<file path="src/hdl/acctilt_pkg.sv">
// Shared constants, register indexes and the arctangent table for the tilt averager.
// No dependencies; every other file but acctilt_fifo imports this package.
package acctilt_pkg;

    localparam int CORDIC_STEPS = 48;
    localparam int PRESCALE     = 40;
    localparam int ANG_W        = 47;              // table entry width, 45 deg = 2^46
    localparam int DEV_W        = 18;              // signed deviation width
    localparam int MAG_W        = 17;              // deviation magnitude width
    localparam int CX_W         = 60;              // CORDIC x/y width
    localparam int Z_W          = 50;              // CORDIC angle accumulator width
    localparam int TOT_W        = 50;              // unsigned full-circle angle width
    localparam int DEG_W        = 9;
    localparam int CFG_IDX_W    = 8;
    localparam int CFG_DATA_W   = 16;
    localparam int SPR_W        = 7;
    localparam int SAMPLE_W     = 16;

    localparam logic [CFG_IDX_W-1:0] CFG_SPR  = 8'd0;
    localparam logic [CFG_IDX_W-1:0] CFG_OFFX = 8'd1;
    localparam logic [CFG_IDX_W-1:0] CFG_OFFY = 8'd2;
    localparam logic [CFG_IDX_W-1:0] CFG_OFFZ = 8'd3;

    localparam logic [SPR_W-1:0]           SPR_RESET  = 7'd10;
    localparam logic signed [SAMPLE_W-1:0] OFFX_RESET = 16'sd507;
    localparam logic signed [SAMPLE_W-1:0] OFFY_RESET = 16'sd520;
    localparam logic signed [SAMPLE_W-1:0] OFFZ_RESET = 16'sd500;

    localparam logic [63:0] PI_Q62 = 64'h3243F6A8885A308D;

    typedef logic [ANG_W-1:0] atan_tab_t [CORDIC_STEPS];

    // atan(2^-i) in units of 45/2^46 degree: series in Q62, then divide by pi/4
    function automatic atan_tab_t atan_table();
        atan_tab_t   tab;
        logic [63:0] num;
        logic [63:0] quo;
        logic [63:0] rem;
        logic [63:0] dvs;
        logic [63:0] rad;
        logic [63:0] r;
        logic [63:0] q;
        int          sh;
        tab[0] = ANG_W'(64'd1 << 46);
        for (int i = 1; i < CORDIC_STEPS; i++) begin
            rad = 64'd0;
            for (int k = 0; k < 32; k++) begin
                sh = i * (2 * k + 1);
                if (sh < 63) begin
                    num = (64'd1 << 62) >> sh;
                    dvs = 64'(2 * k + 1);
                    quo = 64'd0;
                    rem = 64'd0;
                    for (int b = 63; b >= 0; b--) begin
                        rem = {rem[62:0], num[b]};
                        if (rem >= dvs) begin
                            rem    = rem - dvs;
                            quo[b] = 1'b1;
                        end
                    end
                    if (k % 2 == 1) rad = rad - quo;
                    else rad = rad + quo;
                end
            end
            r = rad;
            q = 64'd0;
            for (int b = 0; b < 46; b++) begin
                r = r << 1;
                q = q << 1;
                if (r >= PI_Q62) begin
                    r    = r - PI_Q62;
                    q[0] = 1'b1;
                end
            end
            tab[i] = ANG_W'(q);
        end
        return tab;
    endfunction

endpackage

</file>
<file path="src/hdl/acctilt_fifo.sv">
// Two-entry queue between the sample accumulator and the angle engine.
// Depends on nothing.
module acctilt_fifo #(
    parameter int W = 8
) (
    input  logic         aclk,
    input  logic         aresetn,
    input  logic         push_valid,
    output logic         push_ready,
    input  logic [W-1:0] push_data,
    output logic         pop_valid,
    input  logic         pop_ready,
    output logic [W-1:0] pop_data
);
    logic [W-1:0] mem_reg [2];
    logic         wr_ptr_reg;
    logic         rd_ptr_reg;
    logic [1:0]   count_reg;
    logic         do_push;
    logic         do_pop;

    assign push_ready = (count_reg != 2'd2);
    assign pop_valid  = (count_reg != 2'd0);
    assign pop_data   = mem_reg[rd_ptr_reg];
    assign do_push    = push_valid && push_ready;
    assign do_pop     = pop_valid && pop_ready;

    always_ff @(posedge aclk) begin
        if (do_push) mem_reg[wr_ptr_reg] <= push_data;
    end

    always_ff @(posedge aclk) begin
        if (!aresetn) begin
            wr_ptr_reg <= 1'b0;
            rd_ptr_reg <= 1'b0;
            count_reg  <= 2'd0;
        end else begin
            if (do_push) wr_ptr_reg <= ~wr_ptr_reg;
            if (do_pop)  rd_ptr_reg <= ~rd_ptr_reg;
            if (do_push && !do_pop)      count_reg <= count_reg + 2'd1;
            else if (do_pop && !do_push) count_reg <= count_reg - 2'd1;
        end
    end
endmodule

</file>
<file path="src/hdl/acctilt_front.sv">
// Accumulator front end: sums samples per group and hands finished groups to the queue.
// Depends on acctilt_pkg.
module acctilt_front #(
    parameter int MAX_SAMPLES = 64,
    parameter int SW = 22,
    parameter int CW = 7
) (
    input  logic                              aclk,
    input  logic                              aresetn,
    input  logic                              s_valid,
    output logic                              s_ready,
    input  logic [3*acctilt_pkg::SAMPLE_W-1:0] s_data,
    input  logic [acctilt_pkg::SPR_W-1:0]     samples_per_result,
    output logic                              push_valid,
    input  logic                              push_ready,
    output logic [3*SW+CW-1:0]                push_data
);
    import acctilt_pkg::*;

    localparam int NW = (CW > SPR_W) ? CW : SPR_W;

    logic signed [SW-1:0] sum_reg [3];
    logic signed [SW-1:0] sum_next [3];
    logic [CW-1:0]        taken_reg;
    logic [CW-1:0]        taken_inc;
    logic [NW-1:0]        n_eff;
    logic                 accept;
    logic                 group_done;

    always_comb begin
        if (samples_per_result == '0) n_eff = NW'(1);
        else if (NW'(samples_per_result) > NW'(MAX_SAMPLES)) n_eff = NW'(MAX_SAMPLES);
        else n_eff = NW'(samples_per_result);
        for (int a = 0; a < 3; a++) begin
            sum_next[a] = sum_reg[a]
                + SW'($signed(s_data[a*SAMPLE_W +: SAMPLE_W]));
        end
    end

    assign taken_inc  = taken_reg + CW'(1);
    assign accept     = s_valid && s_ready;
    assign group_done = (NW'(taken_inc) >= n_eff);
    assign s_ready    = push_ready;
    assign push_valid = accept && group_done;
    assign push_data  = {taken_inc, sum_next[2], sum_next[1], sum_next[0]};

    always_ff @(posedge aclk) begin
        if (!aresetn) begin
            taken_reg <= '0;
            for (int a = 0; a < 3; a++) sum_reg[a] <= '0;
        end else if (accept) begin
            if (group_done) begin
                taken_reg <= '0;
                for (int a = 0; a < 3; a++) sum_reg[a] <= '0;
            end else begin
                taken_reg <= taken_inc;
                for (int a = 0; a < 3; a++) sum_reg[a] <= sum_next[a];
            end
        end
    end
endmodule

</file>
<file path="src/hdl/acctilt_back.sv">
// Angle engine: serial divider for averages, shared CORDIC, degree scaling, output register.
// Depends on acctilt_pkg.
module acctilt_back #(
    parameter int SW = 22,
    parameter int CW = 7
) (
    input  logic                                aclk,
    input  logic                                aresetn,
    input  logic                                pop_valid,
    output logic                                pop_ready,
    input  logic [3*SW+CW-1:0]                  pop_data,
    input  logic signed [acctilt_pkg::SAMPLE_W-1:0] offset_x,
    input  logic signed [acctilt_pkg::SAMPLE_W-1:0] offset_y,
    input  logic signed [acctilt_pkg::SAMPLE_W-1:0] offset_z,
    output logic                                m_valid,
    input  logic                                m_ready,
    output logic [acctilt_pkg::DEG_W-1:0]       angle_yz,
    output logic [acctilt_pkg::DEG_W-1:0]       angle_xz,
    output logic [acctilt_pkg::DEG_W-1:0]       angle_xy
);
    import acctilt_pkg::*;

    localparam int BW = (SW > 1) ? $clog2(SW) : 1;
    localparam atan_tab_t ATAN_TAB = atan_table();
    localparam logic [TOT_W-1:0] U2 = TOT_W'(1) << 47;
    localparam logic [TOT_W-1:0] U4 = TOT_W'(1) << 48;
    localparam logic [TOT_W-1:0] U8 = TOT_W'(1) << 49;

    typedef enum logic [2:0] {
        S_IDLE, S_DIV, S_SETUP, S_CORD, S_TOT, S_SCALE, S_OUT
    } state_t;

    state_t                  state_reg;
    logic signed [SW-1:0]    sum_reg [1:2];
    logic [CW-1:0]           cnt_reg;
    logic [1:0]              axis_reg;
    logic [BW-1:0]           bit_reg;
    logic [CW:0]             rem_reg;
    logic [SW-1:0]           quo_reg;
    logic                    neg_reg;
    logic signed [DEV_W-1:0] nd_reg [3];
    logic [1:0]              pair_reg;
    logic signed [CX_W-1:0]  x_reg;
    logic signed [CX_W-1:0]  y_reg;
    logic signed [Z_W-1:0]   z_reg;
    logic [5:0]              iter_reg;
    logic                    xneg_reg;
    logic                    yneg_reg;
    logic [TOT_W-1:0]        tot_reg;
    logic [DEG_W-1:0]        ang_reg [3];
    logic                    m_valid_reg;
    logic [DEG_W-1:0]        out_reg [3];

    logic [CW:0]             trial;
    logic [CW:0]             rem_next;
    logic [SW-1:0]           quo_next;
    logic signed [DEV_W-1:0] avg;
    logic signed [DEV_W-1:0] off_sel;
    logic signed [DEV_W-1:0] nd_new;
    logic signed [SW-1:0]    sum_sel;
    logic signed [DEV_W-1:0] yy;
    logic signed [DEV_W-1:0] xx;
    logic [MAG_W-1:0]        mag_a;
    logic [MAG_W-1:0]        mag_b;
    logic signed [CX_W-1:0]  xs;
    logic signed [CX_W-1:0]  ys;
    logic signed [Z_W-1:0]   tab_z;
    logic [TOT_W-1:0]        phi;
    logic [TOT_W+5:0]        prod;

    assign pop_ready = (state_reg == S_IDLE);
    assign m_valid   = m_valid_reg;
    assign angle_yz  = out_reg[0];
    assign angle_xz  = out_reg[1];
    assign angle_xy  = out_reg[2];

    always_comb begin
        // one restoring division step
        trial = {rem_reg[CW-1:0], quo_reg[SW-1]};
        if (trial >= (CW+1)'(cnt_reg)) begin
            rem_next = trial - (CW+1)'(cnt_reg);
            quo_next = {quo_reg[SW-2:0], 1'b1};
        end else begin
            rem_next = trial;
            quo_next = {quo_reg[SW-2:0], 1'b0};
        end
        avg = neg_reg ? -$signed(DEV_W'(quo_next)) : $signed(DEV_W'(quo_next));
        case (axis_reg)
            2'd0:    off_sel = DEV_W'(offset_x);
            2'd1:    off_sel = DEV_W'(offset_y);
            default: off_sel = DEV_W'(offset_z);
        endcase
        nd_new = off_sel - avg;
        case (axis_reg)
            2'd0:    sum_sel = sum_reg[1];
            default: sum_sel = sum_reg[2];
        endcase

        case (pair_reg)
            2'd0:    begin yy = nd_reg[1]; xx = nd_reg[2]; end
            2'd1:    begin yy = nd_reg[0]; xx = nd_reg[2]; end
            default: begin yy = nd_reg[1]; xx = nd_reg[0]; end
        endcase
        mag_a = MAG_W'(xx < 0 ? -xx : xx);
        mag_b = MAG_W'(yy < 0 ? -yy : yy);

        xs    = x_reg >>> iter_reg;
        ys    = y_reg >>> iter_reg;
        tab_z = $signed(Z_W'(ATAN_TAB[iter_reg]));

        if (z_reg < 0) phi = '0;
        else if (TOT_W'(z_reg) > U2) phi = U2;
        else phi = TOT_W'(z_reg);

        prod = ((TOT_W+6)'(tot_reg) << 5) + ((TOT_W+6)'(tot_reg) << 3)
             + ((TOT_W+6)'(tot_reg) << 2) + (TOT_W+6)'(tot_reg);
    end

    always_ff @(posedge aclk) begin
        if (!aresetn) begin
            state_reg   <= S_IDLE;
            m_valid_reg <= 1'b0;
        end else begin
            if (state_reg == S_OUT && (!m_valid_reg || m_ready)) m_valid_reg <= 1'b1;
            else if (m_ready) m_valid_reg <= 1'b0;
            case (state_reg)
                S_IDLE: begin
                    if (pop_valid) begin
                        sum_reg[1] <= pop_data[SW +: SW];
                        sum_reg[2] <= pop_data[2*SW +: SW];
                        cnt_reg    <= pop_data[3*SW +: CW];
                        quo_reg    <= SW'(pop_data[SW-1] ? -$signed(pop_data[0 +: SW])
                                                         : $signed(pop_data[0 +: SW]));
                        neg_reg    <= pop_data[SW-1];
                        rem_reg    <= '0;
                        bit_reg    <= '0;
                        axis_reg   <= 2'd0;
                        state_reg  <= S_DIV;
                    end
                end
                S_DIV: begin
                    if (bit_reg == BW'(SW - 1)) begin
                        nd_reg[axis_reg] <= nd_new;
                        rem_reg <= '0;
                        bit_reg <= '0;
                        quo_reg <= SW'(sum_sel < 0 ? -sum_sel : sum_sel);
                        neg_reg <= (sum_sel < 0);
                        if (axis_reg == 2'd2) begin
                            pair_reg  <= 2'd0;
                            state_reg <= S_SETUP;
                        end else begin
                            axis_reg <= axis_reg + 2'd1;
                        end
                    end else begin
                        rem_reg <= rem_next;
                        quo_reg <= quo_next;
                        bit_reg <= bit_reg + BW'(1);
                    end
                end
                S_SETUP: begin
                    x_reg    <= $signed({3'b000, mag_a, 40'b0});
                    y_reg    <= $signed({3'b000, mag_b, 40'b0});
                    xneg_reg <= (xx < 0);
                    yneg_reg <= (yy < 0);
                    iter_reg <= '0;
                    // on an axis or at the origin the angle is exact: skip the rotation
                    if (mag_b == '0) begin
                        z_reg     <= '0;
                        state_reg <= S_TOT;
                    end else if (mag_a == '0) begin
                        z_reg     <= $signed(Z_W'(U2));
                        state_reg <= S_TOT;
                    end else begin
                        z_reg     <= '0;
                        state_reg <= S_CORD;
                    end
                end
                S_CORD: begin
                    if (y_reg >= 0) begin
                        x_reg <= x_reg + ys;
                        y_reg <= y_reg - xs;
                        z_reg <= z_reg + tab_z;
                    end else begin
                        x_reg <= x_reg - ys;
                        y_reg <= y_reg + xs;
                        z_reg <= z_reg - tab_z;
                    end
                    iter_reg <= iter_reg + 6'd1;
                    if (iter_reg == 6'(CORDIC_STEPS - 1)) state_reg <= S_TOT;
                end
                S_TOT: begin
                    if (xneg_reg) tot_reg <= yneg_reg ? phi : U8 - phi;
                    else          tot_reg <= yneg_reg ? U4 - phi : U4 + phi;
                    state_reg <= S_SCALE;
                end
                S_SCALE: begin
                    ang_reg[pair_reg] <= prod[54:46];
                    if (pair_reg == 2'd2) begin
                        state_reg <= S_OUT;
                    end else begin
                        pair_reg  <= pair_reg + 2'd1;
                        state_reg <= S_SETUP;
                    end
                end
                S_OUT: begin
                    if (!m_valid_reg || m_ready) begin
                        out_reg   <= ang_reg;
                        state_reg <= S_IDLE;
                    end
                end
                default: state_reg <= S_IDLE;
            endcase
        end
    end

`ifndef SYNTHESIS
    a_angle_range: assert property (@(posedge aclk) disable iff (!aresetn)
        m_valid_reg |-> (out_reg[0] <= 9'd360 && out_reg[1] <= 9'd360 && out_reg[2] <= 9'd360))
        else $error("angle above 360");
    a_div_nonzero: assert property (@(posedge aclk) disable iff (!aresetn)
        (state_reg == S_DIV) |-> (cnt_reg != '0))
        else $error("divide by zero count");
    a_cord_exit: assert property (@(posedge aclk) disable iff (!aresetn)
        (state_reg == S_CORD && iter_reg == 6'(CORDIC_STEPS - 1)) |=> (state_reg == S_TOT))
        else $error("rotation did not finish");
    a_pop_idle: assert property (@(posedge aclk) disable iff (!aresetn)
        (pop_valid && state_reg == S_IDLE) |=> (state_reg == S_DIV))
        else $error("group pop lost");
`endif
endmodule

</file>
<file path="src/hdl/accel_tilt_angle_averager.sv">
// Tilt-angle averager: sample input at 1 per cycle while the group queue has room; one
// result of three angles per group. Averages come from the shared one-bit-per-cycle
// divider and angles from the 48-step CORDIC. The two-entry group queue lets
// accumulation run on while angles are worked out. Reset (aresetn, synchronous, low)
// clears sums, count, queue and output valid, and loads the register defaults.
module accel_tilt_angle_averager #(
    parameter int MAX_SAMPLES = 64
) (
    input  logic        aclk,
    input  logic        aresetn,
    input  logic        s_tvalid,
    output logic        s_tready,
    input  logic [47:0] s_tdata,   // accel_x[15:0], accel_y[31:16], accel_z[47:32]
    output logic        m_tvalid,
    input  logic        m_tready,
    output logic [31:0] m_tdata,   // angle_yz[8:0], angle_xz[17:9], angle_xy[26:18], zeros
    input  logic        cfg_wr_en,
    input  logic [acctilt_pkg::CFG_IDX_W-1:0]  cfg_index,
    input  logic [acctilt_pkg::CFG_DATA_W-1:0] cfg_wdata
);
    import acctilt_pkg::*;

    // sum width grows with the group size; count must hold MAX_SAMPLES itself
    localparam int SW = SAMPLE_W + ((MAX_SAMPLES > 1) ? $clog2(MAX_SAMPLES) : 0);
    localparam int CW = $clog2(MAX_SAMPLES + 1);
    localparam int QW = 3 * SW + CW;

    logic [SPR_W-1:0]           spr_reg;
    logic signed [SAMPLE_W-1:0] offx_reg;
    logic signed [SAMPLE_W-1:0] offy_reg;
    logic signed [SAMPLE_W-1:0] offz_reg;

    logic          push_valid;
    logic          push_ready;
    logic [QW-1:0] push_data;
    logic          pop_valid;
    logic          pop_ready;
    logic [QW-1:0] pop_data;
    logic [DEG_W-1:0] ang_yz;
    logic [DEG_W-1:0] ang_xz;
    logic [DEG_W-1:0] ang_xy;

    // configuration: write-only, unknown indexes drop
    always_ff @(posedge aclk) begin
        if (!aresetn) begin
            spr_reg  <= SPR_RESET;
            offx_reg <= OFFX_RESET;
            offy_reg <= OFFY_RESET;
            offz_reg <= OFFZ_RESET;
        end else if (cfg_wr_en) begin
            case (cfg_index)
                CFG_SPR:  spr_reg  <= cfg_wdata[SPR_W-1:0];
                CFG_OFFX: offx_reg <= cfg_wdata;
                CFG_OFFY: offy_reg <= cfg_wdata;
                CFG_OFFZ: offz_reg <= cfg_wdata;
                default:  ;
            endcase
        end
    end

    // front: take one sample transaction per cycle while the queue has room, push finished group sums
    acctilt_front #(
        .MAX_SAMPLES(MAX_SAMPLES),
        .SW(SW),
        .CW(CW)
    ) u_front (
        .aclk              (aclk),
        .aresetn           (aresetn),
        .s_valid           (s_tvalid),
        .s_ready           (s_tready),
        .s_data            (s_tdata),
        .samples_per_result(spr_reg),
        .push_valid        (push_valid),
        .push_ready        (push_ready),
        .push_data         (push_data)
    );

    // hold up to two finished groups while the back end is busy
    acctilt_fifo #(
        .W(QW)
    ) u_fifo (
        .aclk      (aclk),
        .aresetn   (aresetn),
        .push_valid(push_valid),
        .push_ready(push_ready),
        .push_data (push_data),
        .pop_valid (pop_valid),
        .pop_ready (pop_ready),
        .pop_data  (pop_data)
    );

    // back: average, offset, three angles, registered result
    acctilt_back #(
        .SW(SW),
        .CW(CW)
    ) u_back (
        .aclk     (aclk),
        .aresetn  (aresetn),
        .pop_valid(pop_valid),
        .pop_ready(pop_ready),
        .pop_data (pop_data),
        .offset_x (offx_reg),
        .offset_y (offy_reg),
        .offset_z (offz_reg),
        .m_valid  (m_tvalid),
        .m_ready  (m_tready),
        .angle_yz (ang_yz),
        .angle_xz (ang_xz),
        .angle_xy (ang_xy)
    );

    assign m_tdata = {5'b00000, ang_xy, ang_xz, ang_yz};
endmodule

</file>
<file path="config.mk">
export PLATFORM = sky130hd
export DESIGN_NAME = accel_tilt_angle_averager
export DESIGN_NICKNAME = d
export VERILOG_FILES = /design/src/hdl/acctilt_pkg.sv /design/src/hdl/acctilt_fifo.sv /design/src/hdl/acctilt_front.sv /design/src/hdl/acctilt_back.sv /design/src/hdl/accel_tilt_angle_averager.sv
export SDC_FILE = /design/constraint.sdc
export NUM_CORES = 2
export LEC_CHECK = 0
export BUFFER_PORTS_ARGS = -buffer_cell sky130_fd_sc_hd__buf_2
export CELL_PAD_IN_SITES_DETAIL_PLACEMENT = 0
export CELL_PAD_IN_SITES_GLOBAL_PLACEMENT = 1
export CORE_UTILIZATION = 40
export CTS_BUF_LIST = sky130_fd_sc_hd__clkbuf_16
export DETAILED_ROUTE_END_ITERATION = 8
export GPL_TIMING_DRIVEN = 0
export HOLD_SLACK_MARGIN = 0.03
export PLACE_DENSITY_LB_ADDON = 0.2
export SYNTH_ARGS = -nofsm -noshare
export SYNTH_HDL_FRONTEND = slang
export SYNTH_SLANG_ARGS = --single-unit
</file>
<file path="constraint.sdc">
create_clock -name aclk -period 10.88 [get_ports aclk]
set_input_delay 1.632 -clock aclk [delete_from_list [all_inputs] [get_ports aclk]]
set_output_delay 1.632 -clock aclk [all_outputs]
set_load 0.02 [all_outputs]
</file>
==> results.sh <==
export IMPL_irDropWorstVdd_mv=0.137
export IMPL_crit_type="flip-flop to flip-flop"
export IMPL_slew_violations=55
export IMPL_wire_per_inst_um=32.4
export IMPL_post_route_util=0.448
export IMPL_synth_seq_area_share=0.343
export IMPL_grt_max_degree=63
export IMPL_power_density_mw_per_mm2=195
export IMPL_sw_frac_of_total=0.431
export IMPL_yosysTopAreaCellShare=0.319
export IMPL_viasPerCell=6.30
export IMPL_cts_reportedPaths_clkPinSlew_ns=0.08
export IMPL_drtPass1Iterations=7
export IMPL_setup_slack_ns=-0.245
export IMPL_yosys_area_top_type="edfxtp_1"
export IMPL_placed_cell_area_mm2=0.0636
export IMPL_antenna_found_initial=14
export IMPL_path_max_fanout=10
export IMPL_cp_required_ns=11.32
export IMPL_grt_pass1_vias=50600
export IMPL_nets=6838
export IMPL_drc=0
export IMPL_max_freq_mhz=89.9
export IMPL_clock_sinks=709
export IMPL_cts_tree="done"
export IMPL_initial_utilization=0.405
export IMPL_wirelength_um=272000
export IMPL_worstHoldPathType="flip-flop to flip-flop"
export IMPL_placementRows=141
export IMPL_synth_most_common_cell="edfxtp_1"
export IMPL_hpwl_um=217000
export IMPL_final_cell_count_no_fill=8389
export IMPL_fin_area_mm2=0.0665
export IMPL_maxCapViolations=5
export IMPL_area_delta_synth_final_pct=10.8
export IMPL_seqPwrFrac=0.289
export IMPL_largest_register_ffs=146
export IMPL_grt_ovfl_total=0
export IMPL_synth_edf_count=638
export IMPL_ys_seq_elements=709
export IMPL_clock_path_buffers=3
export IMPL_root_buffer="clkbuf_16"
export IMPL_violations="max-capacitance violations, max-slew violations, negative setup slack"
export IMPL_ys_flop_type="edfxtp_1"
export IMPL_min_period_ns=11.12
export IMPL_avgSynthCellArea_um2=9.86
export IMPL_tightest_slew_ns=1.63
export IMPL_timing_final_crit_share=1.02
export IMPL_die_w_um=389
export IMPL_pre_cts_ws_ns=-2.96
export IMPL_syn_instance_count=6092
export IMPL_synthTopCellsByCount="638 x edfxtp_1, 546 x nand2_1, 534 x nor2_1, 384 x a21oi_1, 373 x o21ai_0"
export IMPL_netlist_area_mm2=0.0600
export IMPL_io_pins=111
export IMPL_port_buffers=104
export IMPL_core_area_mm2=0.148
export IMPL_drt_iter0_markers=5583
export IMPL_grt_total_usage=0.352
export IMPL_max_slew_margin_rel=-0.0850
export IMPL_synth_distinct_cells=113
export IMPL_fp_dieH_um=389
export IMPL_pwr_share_comb=0.481
export IMPL_cts_buffers=85
export IMPL_hold_ws_ns=0.413
export IMPL_startpoint_type="flip-flop"
export IMPL_htree_num_levels=3
export IMPL_finalWeightedCongestion=1.12
export IMPL_setup_viol=3
export IMPL_yosys_warnings=0
export IMPL_clk_latency_ns=0.72
export IMPL_intPower_mw=7.37
export IMPL_clkPwrFrac=0.229
export IMPL_grt_pass1_wl_um=381000
export IMPL_nFillCells=14300
export IMPL_critical_path_arrival_ns=11.57
export IMPL_dieArea_mm2=0.152
export IMPL_drive_above_1_share=0.122
export IMPL_status="finished with violations"
export IMPL_fin_skew_ns=0.0359
export IMPL_vias=52900
export IMPL_rsz0062_at_grt="no"
export IMPL_endpoint_kind="flip-flop"
export IMPL_synth_area_leaders="edfxtp_1 32%, ha_1 7.2%, mux4_2 5.4%"
export IMPL_synthArstFlopShare=0
export IMPL_p_sw_mw=5.59
export IMPL_p_leak_nw=25.3
export IMPL_dp_cells=8231
export IMPL_hold_violations=0
export IMPL_ant_nets=0
-- cell families after synthesis --
group / Yosys count / share of synthesized area
AO/OA/AOI/OAI: 1570 / 0.170
XOR/XNOR: 481 / 0.0702
adder cells (fa/ha/maj): 448 / 0.106
buffers and inverters: 470 / 0.0359
flip-flops: 709 / 0.343
multiplexers: 522 / 0.123
other: 1 / 0.0000625
AND/OR/NAND/NOR: 1891 / 0.152
-- cell type report --
type | instances | area (um^2) | share of cell area
clock inverters | 70 | 728 | 0.0109
diodes | 5 | 12.5 | 0.000188
well taps | 2002 | 2500 | 0.0376
clock buffers | 86 | 2150 | 0.0323
repair buffers | 136 | 981 | 0.0147
plain buffers | 327 | 1670 | 0.0251
inverters | 137 | 517 | 0.00777
flip-flops and latches | 709 | 20600 | 0.309
multi-input cells | 4917 | 37400 | 0.562
-- cell usage in the layout, fill, tap and decap left out, types with 61 or more instances in the layout --
cell	n
a21boi_0	61
a21o_1	148
a21oi_1	384
a31oi_1	63
and2_1	63
and3_1	103
buf_2	134
clkbuf_1	188
clkbuf_16	86
dfxtp_1	71
edfxtp_1	638
fa_1	102
ha_1	346
inv_1	147
mux2_2	163
mux2i_1	204
mux4_2	144
nand2_1	546
nand2b_1	76
nand3_1	112
nor2_1	532
nor2b_1	72
nor3_1	120
o21ai_0	372
xnor2_1	259
xor2_1	222
-- per-layer routing --
metal | GRT usage | wire (um) | up-vias
met5 | 0 | 72 | -
li1 | - | - | 23400
met4 | 0.183 | 16400 | 8
met3 | 0.0740 | 21800 | 613
met1 | 0.460 | 113000 | 26400
met2 | 0.547 | 121000 | 2459
-- worst paths after layout --
path         cells after the start                              from                            to  slack, ns
max                             23  u_back.iter_reg[4]$_SDFFCE_PN0P_    u_back.y_reg[56]$_DFFE_PP_      -0.24
min                              0       u_back.ang_reg[0]$_DFFE_PP_  u_back.angle_xy[0]$_DFFE_PP_       0.41
max reg2reg                     23  u_back.iter_reg[4]$_SDFFCE_PN0P_    u_back.y_reg[56]$_DFFE_PP_      -0.24
min reg2reg                      0       u_back.ang_reg[0]$_DFFE_PP_  u_back.angle_xy[0]$_DFFE_PP_       0.41
-- power by group through the flow --
| stage | clock (mW) | sequential [mW] | combinational (mW) |
|---|---|---|---|
| final | 2.97 | 3.75 | 6.24 |
| after global routing | 3.11 | 3.76 | 6.63 |
| after CTS | 3.04 | 3.74 | 6.08 |
| after detailed placement | 0 | 3.79 | 6.05 |
| after global placement | 0 | 3.84 | 5.98 |
| after floorplan | 0 | 3.67 | 4.07 |
-- critical path, stage by stage, from the launching register on --
cell and delay (ns):
edfxtp_1 0.45, clkbuf_1 0.30, clkbuf_1 0.42, nor2_1 0.73, clkbuf_1 0.93, clkbuf_1 1.12, clkbuf_1 0.84, buf_1 1.20
nand2_1 0.35, nand2_1 0.21, xor2_1 0.36, ha_1 0.18, clkbuf_1 0.26, nand3_1 0.28, nor4_1 0.49, o311ai_1 0.45
o2111ai_1 0.44, nand3_1 0.24, a21boi_0 0.45, a211oi_1 0.22, o21ai_0 0.41, a21oi_1 0.15, xor2_1 0.20, mux2i_1 0.10
-- stage by stage --
| stage | power [mW] | TNS, ns |
|---|---|---|
| floorplan | 7.75 | 0 |
| global placement | 9.82 | -177.29 |
| detailed placement | 9.85 | -175.27 |
| CTS | 12.9 | 0 |
| global route | 13.5 | 0 |
| finish | 13.0 | -0.411 |
-- what timing repair did --
| item | in CTS | in global routing |
|---|---|---|
| endpoints found under the setup margin | 117 | 24 |
| buffers inserted | 0 | 2 |
| pin swaps | 0 | 1 |
| gates resized for setup | 11 | 24 |
| hold buffers | 0 | 0 |
Note: power is estimated with default switching activity, not from simulation.
